[config.mk]
export PLATFORM = sky130hd
export DESIGN_NAME = ncf_ctrl
export DESIGN_NICKNAME = d
export VERILOG_FILES = /design/src/hdl/ncf_pkg.sv /design/src/hdl/ncf_ctrl.sv
export SDC_FILE = /design/constraint.sdc
export NUM_CORES = 1
export LEC_CHECK = 0
export ABC_AREA = 1
export BUFFER_PORTS_ARGS = -buffer_cell sky130_fd_sc_hd__buf_2
export CAP_MARGIN = 0
export CORE_AREA = 2 2 50 52
export DETAILED_ROUTE_END_ITERATION = 16
export DIE_AREA = 0 0 52 54
export GPL_TIMING_DRIVEN = 0
export PLACE_DENSITY_LB_ADDON = 0.08
export REMOVE_ABC_BUFFERS = 1
export SETUP_SLACK_MARGIN = 0.4
export SLEW_MARGIN = 10
export SYNTH_ARGS = -nofsm -noshare
export SYNTH_HDL_FRONTEND = slang
export SYNTH_SLANG_ARGS = --single-unit
[constraint.sdc]
create_clock -name aclk -period 1.8 [get_ports aclk]
set_clock_uncertainty 0.2 [all_clocks]
set_input_delay 0.18 -clock aclk [delete_from_list [all_inputs] [get_ports aclk]]
set_output_delay 0.18 -clock aclk [all_outputs]
set_load 0.02 [all_outputs]
[src/hdl/ncf_pkg.sv]
// ----------------------------------------------------------------------------
// ncf_pkg: shared definitions for the negative cycle finder
// Field widths, default sizes, the register map, the controller state codes
// and the command and status bundles between controller and datapath.
// ----------------------------------------------------------------------------
package ncf_pkg;

    // Default sizes handed to the top level parameters.
    localparam int MAX_VERTICES_DEF = 32;
    localparam int MAX_EDGES_DEF    = 1024;
    localparam int DIST_WIDTH_DEF   = 48;

    // Fixed field widths of the item channels.
    localparam int VERTEX_W = 5;
    localparam int WEIGHT_W = 18;
    localparam int VCOUNT_W = 6;
    localparam int EDGE_W   = 2 * VERTEX_W + WEIGHT_W;

    // A weight of this magnitude or more marks a missing edge.
    localparam int MISSING_LIMIT = 100000;

    // Reset value of the vertex count register.
    localparam logic [VCOUNT_W-1:0] VCOUNT_RESET = 6'd32;

    // Register port: one 32-bit register at byte address 0.
    localparam int APB_ADDR_W = 3;
    localparam int APB_DATA_W = 32;
    localparam int REG_IDX_W  = APB_ADDR_W - 2;
    localparam logic [REG_IDX_W-1:0] REG_VERTEX_COUNT = 1'b0;

    // Controller states, one-hot.
    typedef enum logic [14:0] {
        ST_IDLE       = 15'h0001,
        ST_START      = 15'h0002,
        ST_EDGE_RD    = 15'h0004,
        ST_EDGE_DEC   = 15'h0008,
        ST_EDGE_ADD   = 15'h0010,
        ST_EDGE_CMP   = 15'h0020,
        ST_WALK_RD    = 15'h0040,
        ST_WALK_STEP  = 15'h0080,
        ST_COL_RD     = 15'h0100,
        ST_COL_CHK    = 15'h0200,
        ST_EMIT_FIRST = 15'h0400,
        ST_BUF_RD     = 15'h0800,
        ST_BUF_OUT    = 15'h1000,
        ST_EMIT_END   = 15'h2000,
        ST_EMIT_NONE  = 15'h4000
    } ncf_state_t;

    // Which result item the output register takes.
    typedef enum logic [1:0] {
        OUT_START = 2'd0,
        OUT_BUF   = 2'd1,
        OUT_CLOSE = 2'd2,
        OUT_NONE  = 2'd3
    } ncf_out_kind_t;

    // Commands from the controller to the datapath.
    typedef struct packed {
        logic          load_edge;
        logic          run_init;
        logic          edge_next;
        logic          relax_write;
        logic          found_capture;
        logic          walk_step;
        logic          walk_close;
        logic          col_write;
        logic          col_next;
        logic          cnt_dec;
        logic          out_load;
        ncf_out_kind_t out_kind;
        logic          total_clear;
    } ncf_cmd_t;

    // Status from the datapath to the controller.
    typedef struct packed {
        logic total_zero;
        logic relax;
        logic last_edge;
        logic check_phase;
        logic walk_last;
        logic col_done;
        logic len_one;
        logic out_free;
    } ncf_status_t;

endpackage

[src/hdl/ncf_ctrl.sv]
// ----------------------------------------------------------------------------
// ncf_ctrl: sequencing controller
// Steps the datapath through edge loading, the relaxation and check passes,
// the walk back onto the cycle, the collection of its vertices and the
// delivery of the result items.
// ----------------------------------------------------------------------------
module ncf_ctrl (
    input  logic                 aclk,
    input  logic                 aresetn,
    input  logic                 s_valid,
    input  logic                 s_edge_last,
    input  ncf_pkg::ncf_status_t status,
    output logic                 s_ready,
    output ncf_pkg::ncf_cmd_t    cmd
);

    ncf_pkg::ncf_state_t state_reg;
    ncf_pkg::ncf_state_t state_next;

    // State register.
    always_ff @(posedge aclk) begin
        if (!aresetn) begin
            state_reg <= ncf_pkg::ST_IDLE;
        end else begin
            state_reg <= state_next;
        end
    end

    // Edges are taken only while no search is in progress.
    assign s_ready = (state_reg == ncf_pkg::ST_IDLE);

    // Next state and commands.
    always_comb begin
        state_next = state_reg;
        cmd        = '0;
        case (state_reg)
            ncf_pkg::ST_IDLE: begin
                if (s_valid) begin
                    cmd.load_edge = 1'b1;
                    if (s_edge_last) begin
                        cmd.run_init = 1'b1;
                        state_next   = ncf_pkg::ST_START;
                    end
                end
            end
            ncf_pkg::ST_START: begin
                state_next = status.total_zero ? ncf_pkg::ST_EMIT_NONE : ncf_pkg::ST_EDGE_RD;
            end
            ncf_pkg::ST_EDGE_RD: begin
                state_next = ncf_pkg::ST_EDGE_DEC;
            end
            ncf_pkg::ST_EDGE_DEC: begin
                state_next = ncf_pkg::ST_EDGE_ADD;
            end
            ncf_pkg::ST_EDGE_ADD: begin
                state_next = ncf_pkg::ST_EDGE_CMP;
            end
            ncf_pkg::ST_EDGE_CMP: begin
                if (status.relax && status.check_phase) begin
                    cmd.found_capture = 1'b1;
                    state_next        = ncf_pkg::ST_WALK_RD;
                end else begin
                    cmd.relax_write = status.relax;
                    cmd.edge_next   = 1'b1;
                    if (status.check_phase && status.last_edge) begin
                        state_next = ncf_pkg::ST_EMIT_NONE;
                    end else begin
                        state_next = ncf_pkg::ST_EDGE_RD;
                    end
                end
            end
            ncf_pkg::ST_WALK_RD: begin
                state_next = ncf_pkg::ST_WALK_STEP;
            end
            ncf_pkg::ST_WALK_STEP: begin
                cmd.walk_step = 1'b1;
                if (status.walk_last) begin
                    cmd.walk_close = 1'b1;
                    state_next     = ncf_pkg::ST_COL_RD;
                end else begin
                    state_next = ncf_pkg::ST_WALK_RD;
                end
            end
            ncf_pkg::ST_COL_RD: begin
                cmd.col_write = 1'b1;
                state_next    = ncf_pkg::ST_COL_CHK;
            end
            ncf_pkg::ST_COL_CHK: begin
                cmd.col_next = 1'b1;
                state_next   = status.col_done ? ncf_pkg::ST_EMIT_FIRST : ncf_pkg::ST_COL_RD;
            end
            ncf_pkg::ST_EMIT_FIRST: begin
                if (status.out_free) begin
                    cmd.out_load = 1'b1;
                    cmd.out_kind = ncf_pkg::OUT_START;
                    cmd.cnt_dec  = 1'b1;
                    state_next   = status.len_one ? ncf_pkg::ST_EMIT_END : ncf_pkg::ST_BUF_RD;
                end
            end
            ncf_pkg::ST_BUF_RD: begin
                state_next = ncf_pkg::ST_BUF_OUT;
            end
            ncf_pkg::ST_BUF_OUT: begin
                if (status.out_free) begin
                    cmd.out_load = 1'b1;
                    cmd.out_kind = ncf_pkg::OUT_BUF;
                    cmd.cnt_dec  = 1'b1;
                    state_next   = status.len_one ? ncf_pkg::ST_EMIT_END : ncf_pkg::ST_BUF_RD;
                end
            end
            ncf_pkg::ST_EMIT_END: begin
                if (status.out_free) begin
                    cmd.out_load    = 1'b1;
                    cmd.out_kind    = ncf_pkg::OUT_CLOSE;
                    cmd.total_clear = 1'b1;
                    state_next      = ncf_pkg::ST_IDLE;
                end
            end
            ncf_pkg::ST_EMIT_NONE: begin
                if (status.out_free) begin
                    cmd.out_load    = 1'b1;
                    cmd.out_kind    = ncf_pkg::OUT_NONE;
                    cmd.total_clear = 1'b1;
                    state_next      = ncf_pkg::ST_IDLE;
                end
            end
            default: begin
                state_next = ncf_pkg::ST_IDLE;
            end
        endcase
    end

endmodule

==> results of run 1 <==
## per-stage QoR
step	setup TNS (ns)	power [uW]	util	cells
2_1_floorplan	-0.157	1110	-	181
3_3_place_gp	0	1280	0.554	237
3_5_place_dp	-0.0494	1290	0.554	237
4_1_cts	-1.09	2010	0.756	270
5_1_grt	-4.05	2370	0.831	276
6_report	-2.00	2250	0.831	276
## power by group
| group | switching [uW] | leakage [uW] | internal (uW) | total, uW |
|---|---|---|---|---|
| registers | 55.1 | 0.000128 | 379 | 435 |
| clock network | 108 | 0.0000150 | 86.2 | 194 |
| logic | 917 | 0.000904 | 700 | 1620 |
| total | 1080 | 0.00105 | 1170 | 2250 |
## layout make-up
| cell class | instances | area share |
|---|---|---|
| Clock buffer | 4 | 0.0136 |
| Inverter | 40 | 0.0844 |
| Multi-Input combinational cell | 126 | 0.456 |
| Sequential cell | 15 | 0.167 |
| Tap cell | 30 | 0.0195 |
| Timing Repair Buffer | 61 | 0.260 |
## worst reg2reg max path: stages, from the launching register on
cell     delay, ns
dfxtp_4       0.38
inv_4         0.05
nor3_4        0.22
nand2_2       0.09
nand2_2       0.10
nand2_4       0.07
buf_6         0.12
buf_6         0.12
nand2_4       0.08
nand2_4       0.07
nand2_8       0.12
nand2_1       0.05
nand2_1       0.06
nor2_1        0.04
## layout by cell type, fill, tap and decap left out, types with 2 or more instances in the layout
| master | n |
|---|---|
| dlygate4sd3_1 | 2 |
| dfxtp_2 | 9 |
| buf_4 | 33 |
| nor2_1 | 24 |
| buf_2 | 11 |
| nor2_2 | 4 |
| inv_1 | 29 |
| inv_4 | 5 |
| dfxtp_4 | 3 |
| nand2_2 | 6 |
| nand3_1 | 12 |
| nand4_1 | 2 |
| dfxtp_1 | 3 |
| a21oi_1 | 3 |
| nand2_1 | 27 |
| nor3_4 | 3 |
| nand3b_1 | 3 |
| nand3_4 | 3 |
| nor2_4 | 12 |
| inv_2 | 6 |
| nand2_4 | 10 |
| buf_6 | 14 |
| o21ai_0 | 2 |
| a21oi_4 | 2 |
| nor3_1 | 4 |
| clkbuf_4 | 3 |
## kinds of logic (layout without fill, tap and decap cells)
| logic type | count (synthesis) | count (layout) | share of synthesized area |
|---|---|---|---|
| and+or+nand+nor | 115 | 115 | 0.530 |
| DFF | 15 | 15 | 0.268 |
| buffers and inverters | 41 | 105 | 0.138 |
| AOI/OAI and AO/OA | 11 | 11 | 0.0647 |
## final timing paths
path                            slack (ns)          start             to  depth (start not counted)
worst max register to register       -0.05  state_reg[12]  state_reg[12]                         13
worst max-delay path                 -0.23  state_reg[12]         cmd[1]                          8
worst min register to register        0.31  state_reg[10]  state_reg[10]                          2
worst min-delay path                -0.003      status[3]   state_reg[6]                          4
## layer usage
metal,global-route usage,wire (um),share of wire
met5,0,0,0
met4,0.0789,210,0.057
met3,0.0167,124,0.034
met2,0.479,1930,0.53
met1,0.275,1400,0.38
## what timing repair did
| action | in CTS | in global routing |
|---|---|---|
| endpoints found under the hold margin | 3 | 0 |
| hold buffers | 2 | 0 |
| endpoints found under the setup margin | 29 | 30 |
| pin swaps | 24 | 12 |
| setup buffers | 27 | 6 |
| gates resized for setup | 71 | 37 |
==> metrics.yaml, run 1 <==
floorplan:
  core-area_sq_um: 2320
  io_pins: 27
  num_rows: 18
  design.die.area_sq_um: 2810
  die_y_um: 54
  initial_core_util: 0.484
  die_w_um: 52
route:
  drc: 0
  drtPass1Iterations: 4
  final_antenna_net_count: 0
  routed_wl_um: 3660
  vias_per_cell: 5.05
  first_iter_violations: 52
  wl_per_cell_um: 13.3
  vias: 1395
logic_synthesis:
  synthCells: 182
  yosysWarnings: 0
  async_reset_ff_frac: 0
  yosysSeqAreaShare: 0.268
  synth-edff-count: 0
  synthDistinctLibCells: 24
  yosys-top-cells-count: "inv_1 (38), nand2_1 (34), nor2_1 (34)"
  synth_flop_cell: "dfxtp_1"
  synth_most_common_cell: "inv_1"
  syn_area_sq_um: 1120
  synth_area_leaders: "dfxtp_1 (27%), inv_1 (13%), nand2_1 (11%)"
  ys_ff_latch: 15
  yosysTopAreaCellShare: 0.268
  avgSynthCellArea_sq_um: 6.17
  synth.largest_area_cell: "dfxtp_1"
outcome:
  violations: "negative hold slack, negative setup slack"
  outcome: "finished with violations"
global_routing:
  grt_pass1_wl_um: 5000
  grt_pass1_vias: 1167
  grt_start_max_net_pins: 12
  antenna_found_initial: 0
  grt_usage: 0.243
  grt_overflow: 0
layout:
  diodes: 0
  layout-drive-gt1-share: 0.533
  final.fill_count: 139
  regArea_sq_um: 323
  final_area_sq_um: 1930
  syn_to_final_growth_pct: 71.8
  fin_nets: 259
  multiInputGateArea_sq_um: 878
  largest_reg_flops: 15
worst_setup_path:
  cp_cell_sequence: "inv_4, nor3_4, nand2_2, nand2_2, nand2_4, a21oi_2, o211a_1, buf_6"
  path_delay_family: "simple AND/OR/NAND/NOR gates"
  startpoint_type: "flip-flop"
  criticalPathCategory: "flip-flop to primary output"
  cp-end-kind: "primary output"
  worst-endpoint-arrival_ns: 1.65
  max_stage_delay_ns: 0.38
  path_common_cell: "nand2_2"
  critPathSlowestCell: "dfxtp_4"
  cp_num_buf_inv: 2
  critPathMaxFanout: 3
  critPathRequiredTime_ns: 1.42
place:
  dpl.hpwl_um: 1910
  dpl_cell_area_sq_um: 1280
  io_buffers: 26
  dp_slack_ns: -0.0404
  gp_congestion: 0.886
clock_network:
  h-tree-depth: 1
  cts.path.max_buffers: 2
  cts_tree: "done"
  cts_num_sinks: 15
  clk_pin_slew_ns: 0.09
  ctsRootBufferMaster: "clkbuf_4"
  cts_buffers: 3
  insertion_delay_ns: 0.29
timing:
  setup_viol: 27
  rsz0062_at_grt: "yes"
  fmax_mhz: 492
  whs_ns: -0.00300
  fin_ws_ns: -0.231
  hold_viol: 1
  period_share: 1.13
  min_period_ns: 2.03
  relSlewSlack: 0.760
  tightest_slew_ns: 0.359
  final_max_slew_viol_count: 0
power_and_ir_drop:
  p_leak_uw: 0.00105
  p_per_area_nw_per_um2: 1160
  ir_drop_v: 0.000852
run:
  maxCapViolCount: 0
min_path:
  holdCritPathClass: "input pin to flip-flop"
(Power assumes the default switching activity.)
==> inputs of run 2 (changes only) <==
--- a/config.mk
+++ b/config.mk
@@ -8,13 +8,13 @@
 export ABC_AREA = 1
 export BUFFER_PORTS_ARGS = -buffer_cell sky130_fd_sc_hd__buf_2
 export CAP_MARGIN = 0
-export CORE_AREA = 2 2 50 52
+export CORE_AREA = 2 2 60 62
 export DETAILED_ROUTE_END_ITERATION = 16
-export DIE_AREA = 0 0 52 54
+export DIE_AREA = 0 0 62 64
 export GPL_TIMING_DRIVEN = 0
 export PLACE_DENSITY_LB_ADDON = 0.08
 export REMOVE_ABC_BUFFERS = 1
-export SETUP_SLACK_MARGIN = 0.4
+export SETUP_SLACK_MARGIN = 0.02
 export SLEW_MARGIN = 10
 export SYNTH_ARGS = -nofsm -noshare
 export SYNTH_HDL_FRONTEND = slang
==> metrics.yaml, run 2 (same netlist as run 1, synthesis figures left out) <==
outcome:
  outcome: "finished with violations"
  violations: "negative setup slack"
floorplan:
  design.die.area_sq_um: 3970  # +41%
  die_w_um: 62  # +19%
  core-area_sq_um: 3280  # +42%
  io_pins: 27  # unchanged
  initial_core_util: 0.342  # -0.142
  num_rows: 21  # +3
  die_y_um: 64  # +19%
power_and_ir_drop:
  p_per_area_nw_per_um2: 1150  # -1.2%
  seqPwrFrac: 0.197  # +0.004
  p_leak_uw: 0.000991  # -5.4%
  p_int_uw: 1120  # -3.6%
  comb_power_share: 0.705  # -0.015
  switching_power_uw: 1020  # -5.4%
  ir_drop_v: 0.000947  # +11%
  clockPowerShare: 0.098  # +0.012
  switching_share: 0.476  # -0.00473
worst_setup_path:
  r2r-end: "state_reg[3]"
  r2r-start: "state_reg[13]"
  cp_cell_sequence: "inv_4, nor3_4, nand2_2, nand2_2, nand2_4, a21oi_4, o211a_1, buf_6"
  critPathRequiredTime_ns: 1.42  # about the same
  r2r_cells: 11  # -2
  critPathMaxFanout: 4  # +1
  r2r_slack_ns: -0.03  # +0.02 ns
  startpoint_type: "flip-flop"
  criticalPathCategory: "flip-flop to primary output"
  path_common_cell: "nand2_2"
  max_stage_delay_ns: 0.37  # about the same
  critPathSlowestCell: "dfxtp_2"
  cp-end-kind: "primary output"
  worst-endpoint-arrival_ns: 1.61  # -0.04 ns
min_path:
  holdCritStartpoint: "status[7]"
  whs_path_depth: 4  # unchanged
  holdCritPathClass: "input pin to flip-flop"
  min_to: "state_reg[2]"
layout:
  finalNonFillerCells: 287  # +4.0%
  postLayoutCoreUtil: 0.568  # -0.263
  fin_nets: 254  # -1.9%
  largest_reg_flops: 15  # unchanged
  diodes: 0  # unchanged
  layout-drive-gt1-share: 0.535  # +0.00275
  final_common_cell: "buf_4"
  layout_common_cells: "buf_4 (30), inv_1 (29), nand2_1 (28)"
  syn_to_final_growth_pct: 66.2
  final_area_sq_um: 1870  # -3.2%
route:
  wl_per_cell_um: 11.5  # -14%
  drc: 0  # unchanged
  vias_per_cell: 4.51  # -11%
  final_antenna_net_count: 0  # unchanged
  first_iter_violations: 35  # -33%
  routed_wl_um: 3290  # -10%
  drtPass1Iterations: 4  # unchanged
  vias: 1295  # -7.2%
global_routing:
  grt_start_max_net_pins: 12  # unchanged
  grt_pass1_vias: 1162  # -0.43%
  grt_usage: 0.168  # -0.0746
  grt_overflow: 0  # unchanged
  antenna_found_initial: 0  # unchanged
  grt_pass1_wl_um: 5020  # +0.42%
timing:
  hold_viol: 0  # -1
  relSlewSlack: 0.778  # +0.0177
  fmax_mhz: 504  # +2.3%
  final_max_slew_viol_count: 0  # unchanged
  min_period_ns: 1.99  # -0.0455 ns
  setup_viol: 17  # -37%
  rsz0062_at_grt: "yes"
  period_share: 1.10  # -0.0253
  fin_ws_ns: -0.185  # +0.0455 ns
  tightest_slew_ns: 0.333  # -0.0265 ns
  setup_tns_ns: -1.53  # +0.474 ns
clock_network:
  h-tree-depth: 1  # unchanged
  cts_tree: "done"
  insertion_delay_ns: 0.29  # about the same
  cts.path.max_buffers: 2  # unchanged
  clk_pin_slew_ns: 0.10  # about the same
  cts_buffers: 3  # unchanged
  cts_num_sinks: 15  # unchanged
  ctsRootBufferMaster: "clkbuf_4"
place:
  dp.cells: 253  # +6.8%
  dpl.hpwl_um: 2190  # +15%
  dpl_cell_area_sq_um: 1310  # +1.6%
  io_buffers: 26  # unchanged
  gp_congestion: 0.841  # -5.1%
run:
  maxCapViolCount: 0  # unchanged
## run 2: cell count changes in the layout (fill, tap and decap cells not counted), sizes merged
cell	delta
buf	-6
dlygate4sd3	+1
## run 2: worst max-delay path: cells and delay by family, from the launching register on
kind	cells	cell delay (ns)
buffers and inverters	2	0.16
and+or+nand+nor	4	0.44
AOI/OAI and AO/OA	2	0.32
DFF	1	0.37
## run 2: what timing repair did
| item | 4_1_cts | 5_1_grt |
|---|---|---|
| resized for setup | 52 | 45 |
| endpoints found under the setup margin | 15 | 27 |
| pin swaps | 16 | 12 |
| hold buffers | 3 | 0 |
| endpoints found under the hold margin | 3 | 0 |
| setup buffers | 20 | 7 |
## run 2: how the worst max path moves through the flow
stage	start	end	slack, ns	cells past startpoint
floorplan	state_reg[6]	cmd[1]	-0.16	6
global placement	state_reg[6]	cmd[1]	-0.01	7
detailed placement	state_reg[12]	cmd[1]	-0.04	8
CTS	state_reg[1]	cmd[1]	-0.19	7
global route	state_reg[14]	cmd[1]	-0.27	9
finish	state_reg[12]	cmd[1]	-0.19	8
## run 2: power groups by stage
stage	clock [uW]	combinational [uW]	sequential, uW
6_report	210	1510	424
2_1_floorplan	0	707	398
3_3_place_gp	0	904	405
5_1_grt	231	1640	428
3_5_place_dp	0	916	404
4_1_cts	214	1230	406
## run 2: final cells by class
cell class              count  area, sq um
flip-flops and latches     15          324
clock buffers               4         26.3
fillers                   325         1420
repair buffers             56          448
inverters                  40          158
well taps                  46         57.6
multi-input cells         126          852
## run 2: metal layers
layer | global-route usage | routed length (um)
met1 | 0.217 | 1450
met4 | 0.0745 | 70
met2 | 0.264 | 1660
met5 | 0 | 0
met3 | 0.0324 | 107
## run 2: stage by stage
stage                     hold slack, ns  worst slack [ns]  power, uW
after global routing             0.00961            -0.267       2300
final                           0.000400            -0.185       2150
after CTS                        0.00734            -0.188       1850
after floorplan                    0.100            -0.157       1110
after detailed placement           0.277           -0.0419       1320
after global placement             0.275           -0.0126       1310
